File: config.mk
export PLATFORM = sky130hd
export DESIGN_NAME = gmmsc_cell
export DESIGN_NICKNAME = d
export VERILOG_FILES = /design/src/rtl/core/gmmsc_pkg.sv /design/src/rtl/core/gmmsc_cell.sv
export SDC_FILE = /design/constraint.sdc
export NUM_CORES = 1
export LEC_CHECK = 0
export BUFFER_PORTS_ARGS = -buffer_cell sky130_fd_sc_hd__buf_2
export CAP_MARGIN = 25
export CELL_PAD_IN_SITES_DETAIL_PLACEMENT = 1
export CELL_PAD_IN_SITES_GLOBAL_PLACEMENT = 1
export CORE_MARGIN = 8
export CORE_UTILIZATION = 37
export CTS_CLUSTER_SIZE = 20
export DETAILED_ROUTE_END_ITERATION = 7
export GPL_TIMING_DRIVEN = 0
export PLACE_DENSITY = 0.9
export SKIP_LAST_GASP = 1
export SYNTH_ARGS = -nofsm -noshare
export SYNTH_HDL_FRONTEND = slang
export SYNTH_SLANG_ARGS = --single-unit
File: constraint.sdc
create_clock -name clk_i -period 3.9 [get_ports clk_i]
set_clock_uncertainty 0.15 [all_clocks]
set_input_delay 0.195 -clock clk_i [delete_from_list [all_inputs] [get_ports clk_i]]
set_output_delay 0.195 -clock clk_i [all_outputs]
set_load 0.03 [all_outputs]
File: src/rtl/core/gmmsc_pkg.sv
// ---------------------------------------------------------------------------
// gmmsc_pkg
// Types and constants shared by the group-by aggregation block.
// ---------------------------------------------------------------------------
package gmmsc_pkg;

  localparam int unsigned TableDepthDefault = 64;

  localparam int unsigned KeyW     = 16;
  localparam int unsigned ScoreW   = 32;
  localparam int unsigned SumW     = 64;
  localparam int unsigned CountW   = 32;
  localparam int unsigned InDataW  = 48;   // key + score
  localparam int unsigned OutDataW = 176;  // key + min + max + total + count
  localparam int unsigned OutUserW = 2;    // table_empty, dropped_flag

  localparam logic [CountW-1:0] CountMax = '1;

  typedef enum logic [0:0] {
    OpRecord = 1'b0,
    OpFlush  = 1'b1
  } opcode_e;

  typedef enum logic [0:0] {
    StIdle  = 1'b0,
    StFlush = 1'b1
  } state_e;

  // One table slot.
  typedef struct packed {
    logic                     valid;
    logic [KeyW-1:0]          key;
    logic signed [ScoreW-1:0] min_v;
    logic signed [ScoreW-1:0] max_v;
    logic signed [SumW-1:0]   sum;
    logic [CountW-1:0]        count;
  } entry_t;

  // Broadcast control to every cell.
  typedef struct packed {
    logic rec_en;    // record word this cycle
    logic ins_en;    // record opens a new slot
    logic shift_dn;  // flush: move toward cell 0
  } cell_ctl_t;

  // Per-cell compare status.
  typedef struct packed {
    logic lt;   // valid and key below the incoming key
    logic eq;   // valid and key matches
    logic sat;  // match with saturated count
  } cell_stat_t;

endpackage

File: src/rtl/core/gmmsc_cell.sv
// ---------------------------------------------------------------------------
// gmmsc_cell
// One slot of the sorted chain: compare, update, insert or shift.
// ---------------------------------------------------------------------------
module gmmsc_cell (
  input  logic                             clk_i,
  input  logic                             rst_ni,
  input  gmmsc_pkg::cell_ctl_t             ctl_i,
  input  logic [gmmsc_pkg::KeyW-1:0]       key_i,
  input  logic signed [gmmsc_pkg::ScoreW-1:0] score_i,
  input  logic                             prev_lt_i,
  input  gmmsc_pkg::entry_t                prev_entry_i,
  input  gmmsc_pkg::entry_t                next_entry_i,
  output gmmsc_pkg::entry_t                entry_o,
  output gmmsc_pkg::cell_stat_t            stat_o
);
  import gmmsc_pkg::*;

  entry_t                 entry_q, entry_d;
  logic signed [SumW-1:0] score_ext;

  assign score_ext = SumW'(score_i);

  assign stat_o.lt  = entry_q.valid && (entry_q.key < key_i);
  assign stat_o.eq  = entry_q.valid && (entry_q.key == key_i);
  assign stat_o.sat = stat_o.eq && (entry_q.count == CountMax);

  always_comb begin
    entry_d = entry_q;
    priority if (ctl_i.shift_dn) begin
      entry_d = next_entry_i;
    end else if (ctl_i.rec_en && stat_o.eq && !stat_o.sat) begin
      if (score_i < entry_q.min_v) entry_d.min_v = score_i;
      if (score_i > entry_q.max_v) entry_d.max_v = score_i;
      entry_d.sum   = entry_q.sum + score_ext;
      entry_d.count = entry_q.count + CountW'(1);
    end else if (ctl_i.ins_en && !stat_o.lt) begin
      if (prev_lt_i) begin
        // insertion point
        entry_d.valid = 1'b1;
        entry_d.key   = key_i;
        entry_d.min_v = score_i;
        entry_d.max_v = score_i;
        entry_d.sum   = score_ext;
        entry_d.count = CountW'(1);
      end else begin
        entry_d = prev_entry_i;  // make room
      end
    end else begin
      entry_d = entry_q;  // hold
    end
  end

  always_ff @(posedge clk_i or negedge rst_ni) begin
    if (!rst_ni) begin
      entry_q <= '0;
    end else begin
      entry_q <= entry_d;
    end
  end

  assign entry_o = entry_q;

endmodule

==> impl_metrics.py <==
metrics = {
    "run_status": {
        "status": "finished, violations left",
        "violations": "hold timing, setup timing",
    },
    "setup_path": {
        "cp.arrival_ns": 4.26,
        "cp.required_ns": 4.20,
        "cp_num_buf_inv": 2,
        "critical_path_class": "reg -> reg",
        "slowest_delay_ns": 0.52,
        "slowest_stage": "dfrtp_1",
        "critPathLaunchType": "flip-flop",
        "critical_path_peak_fanout": 10,
        "path_delay_family": "simple AND/OR/NAND/NOR gates",
        "crit_chain": "and4_4 > nand4_4 > nor4_1 > a31oi_1 > nor2_4 > clkbuf_4 > clkbuf_2 > a21oi_1 > o21ai_1 > mux2_4",
        "end_kind": "flip-flop",
    },
    "synth": {
        "synth_cell_type_count": 74,
        "async_flop_share": 1.00,
        "synth_seq_cells": 177,
        "netlist_instances": 2092,
        "synthFlopType": "dfrtp_1",
        "synth_edf_count": 0,
        "muxShareOfSynthArea": 0.0896,
        "synth-compound-area-share": 0.267,
        "synth_top_family_by_area": "compound AO/OA/AOI/OAI gates",
        "synth_nets": 2644,
        "yosys.area.top_type": "dfrtp_1",
        "netlist_area_um2": 16500,
        "yosys.area_share.simple": 0.163,
        "syn_area_per_cell_um2": 7.89,
        "yosysTopAreaCellShare": 0.268,
        "synth_adder_area_share": 0.110,
        "yosysSeqAreaShare": 0.268,
        "synth_warnings": 0,
        "synth.area.top_cells": "dfrtp_1, ha_1, a21oi_1",
        "synth-xor-area-share": 0.0441,
    },
    "cts": {
        "cts-buffers-inserted": 17,
        "cts.sinks": 177,
        "path_clk_slew_ns": 0.08,
        "htree_num_levels": 4,
        "cts.path.max_buffers": 2,
        "clock-root-buffer": "clkbuf_16",
        "cts_tree": "yes",
        "clk_latency_ns": 0.53,
    },
    "timing": {
        "maxSlewViolCount": 0,
        "fin_crit_sh": 1.01,
        "min_period_ns": 3.96,
        "tightest_slew_ns": 1.12,
        "max_slew_margin": 0.251,
        "fmax_mhz": 253,
        "rsz0062_at_grt": "true",
        "hold_viol": 1,
        "whs_ns": -0.00556,
        "fin_ws_ns": -0.0555,
        "setup_viol": 3,
    },
    "floorplan": {
        "chipWidth_um": 227,
        "fp.coreArea_um2": 44100,
        "io_pins": 588,
        "dieArea_um2": 51600,
        "die_h_um": 227,
        "initial_core_util": 0.374,
        "row_count": 77,
    },
    "route": {
        "wl_per_cell_um": 31.4,
        "drt-initial-drc-count": 2390,
        "dr.pass1.iters": 5,
        "route.vias.total": 23100,
        "drt.antenna.violating_nets": 0,
        "viasPerCell": 6.37,
        "wirelength_mm": 114,
        "drc": 0,
    },
    "grt": {
        "antenna_found_initial": 34,
        "grt_overflow": 0,
        "grt_pass1_wl_mm": 162,
        "grt_pass1_vias": 24600,
        "grt_max_degree": 92,
        "grt_use_total": 0.422,
    },
    "power_and_ir_drop": {
        "vdd_ir_drop_max_uv": 241,
        "p_leak_nw": 11.5,
        "powerDensity_nw_per_um2": 441,
    },
    "place": {
        "portBuffers": 586,
        "hpwlAfterDp_mm": 75.4,
        "place.gp.congestion": 0.954,
        "pre_cts_slack_ns": -1.02,
    },
    "finish": {
        "fillers": 5513,
        "fin_nets": 3533,
        "final_util": 0.542,
        "synthToLayoutAreaGrowth_pct": 45.1,
        "largest_reg_flops": 177,
        "drive_above_1_share": 0.258,
    },
    "hold_path": {
        "hold_path_class": "in -> reg",
    },
    "flow_run": {
        "maxCapViolCount": 0,
    },
}
-- power by group --
part	total, mW	switching [mW]	internal (mW)
logic	5.85	3.78	2.07
clock network	1.93	0.974	0.959
registers	2.77	0.564	2.21
-- cell usage after synthesis, types with 7 or more instances --
master and instances:
and3_1 21, xnor2_1 45, ha_1 143, a21oi_1 275, a221oi_1 12, o211ai_1 22, nand4_1 48, o22ai_1 18
o21ai_0 205, a21o_1 60, nand2b_1 8, mux2i_1 60, nor3_1 17, o21bai_1 14, inv_1 119, mux2_2 33
clkbuf_1 111, xor2_1 38, nand3_1 53, a211oi_1 46, o31ai_1 7, dfrtp_1 177, o21a_1 13, mux2_4 30
nor2_1 139, nor2b_1 42, nand2_1 211, a31oi_1 13
-- worst min-delay path, delay by kind of cell --
kind | cells | cell delay [ns]
buf+inv | 1 | 0.08
compound gates | 2 | 0.21
mux | 1 | 0.15
-- layout by cell type (no fill, tap or decap), types with 17 or more instances in the layout --
cell / netlist / final
diode_2: 0 / 43
xor2_1: 38 / 38
nand4_1: 48 / 48
o22ai_1: 18 / 18
nor2b_1: 42 / 42
a21o_1: 60 / 60
and3_1: 21 / 21
mux2_2: 33 / 33
o21ai_0: 205 / 203
nor2_1: 139 / 136
dlygate4sd3_1: 0 / 269
nand2_1: 211 / 211
clkbuf_16: 0 / 17
mux2_4: 30 / 30
mux2i_1: 60 / 60
nand3_1: 53 / 51
inv_1: 119 / 119
buf_2: 6 / 587
clkbuf_1: 111 / 92
o211ai_1: 22 / 22
a21oi_1: 275 / 272
buf_4: 1 / 17
xnor2_1: 45 / 45
a211oi_1: 46 / 41
clkbuf_2: 0 / 23
ha_1: 143 / 143
dfrtp_1: 177 / 175
-- stage by stage --
stage	hold WS, ns	instance area [µm²]	std cells	power, mW	TNS, ns
after global placement	0.259	20200	3270	7.59	-160.88
after detailed placement	0.126	20200	3273	7.77	-66.29
after CTS	0.000485	23600	3575	9.94	0
after floorplan	-0.251	16500	2092	5.83	0
final	-0.00556	23900	3629	10.6	-0.0809
after global routing	0.0213	23900	3617	10.9	-0.719
-- worst paths after layout --
check / start / endpoint / slack (ns) / depth (start not counted)
setup / recovery: entry_o[18] / entry_o[116] / -0.06 / 10
hold / removal: prev_entry_i[153] / entry_o[153] / -0.006 / 4
setup reg to reg: entry_o[18] / entry_o[116] / -0.06 / 10
hold reg to reg: entry_o[50] / entry_o[50] / 0.38 / 2
max in group asynchronous: rst_ni / entry_o[157] / 2.45 / 3
min in group asynchronous: rst_ni / entry_o[4] / 0.12 / 2
-- metal layers --
metal	wire [µm]	share of wire	track usage
met4	10500	0.092	0.323
met5	13	0.00011	0
met1	40500	0.36	0.468
met2	51300	0.45	0.671
met3	11700	0.10	0.133
-- cell families after synthesis --
| kind of cell | count (synthesis) |
|---|---|
| AOI/OAI and AO/OA | 740 |
| xor gates and xnor gates | 83 |
| adders and majority gates | 144 |
| buffers and inverters | 247 |
| DFF | 177 |
| muxes | 128 |
| and+or+nand+nor | 573 |
-- layout make-up --
class / count / area, µm² / share of cell area
Buffer: 126 / 547 / 0.0228
Inverter: 120 / 450 / 0.0188
Timing Repair Buffer: 871 / 5800 / 0.242
Clock buffer: 19 / 433 / 0.0181
Tap cell: 592 / 741 / 0.0309
Sequential cell: 177 / 4430 / 0.185
Antenna cell: 43 / 108 / 0.00450
Multi-Input combinational cell: 1668 / 11300 / 0.471
Clock inverter: 13 / 150 / 0.00627
-- what timing repair did --
item                                   4_1_cts  5_1_grt
hold buffers                               269        0
pin swaps                                    2        8
endpoints found under the hold margin      263        0
setup endpoints to repair                  172      158
setup buffers                                1       11
resized for setup                           26       51
Note: power is estimated with default switching activity, not from simulation.
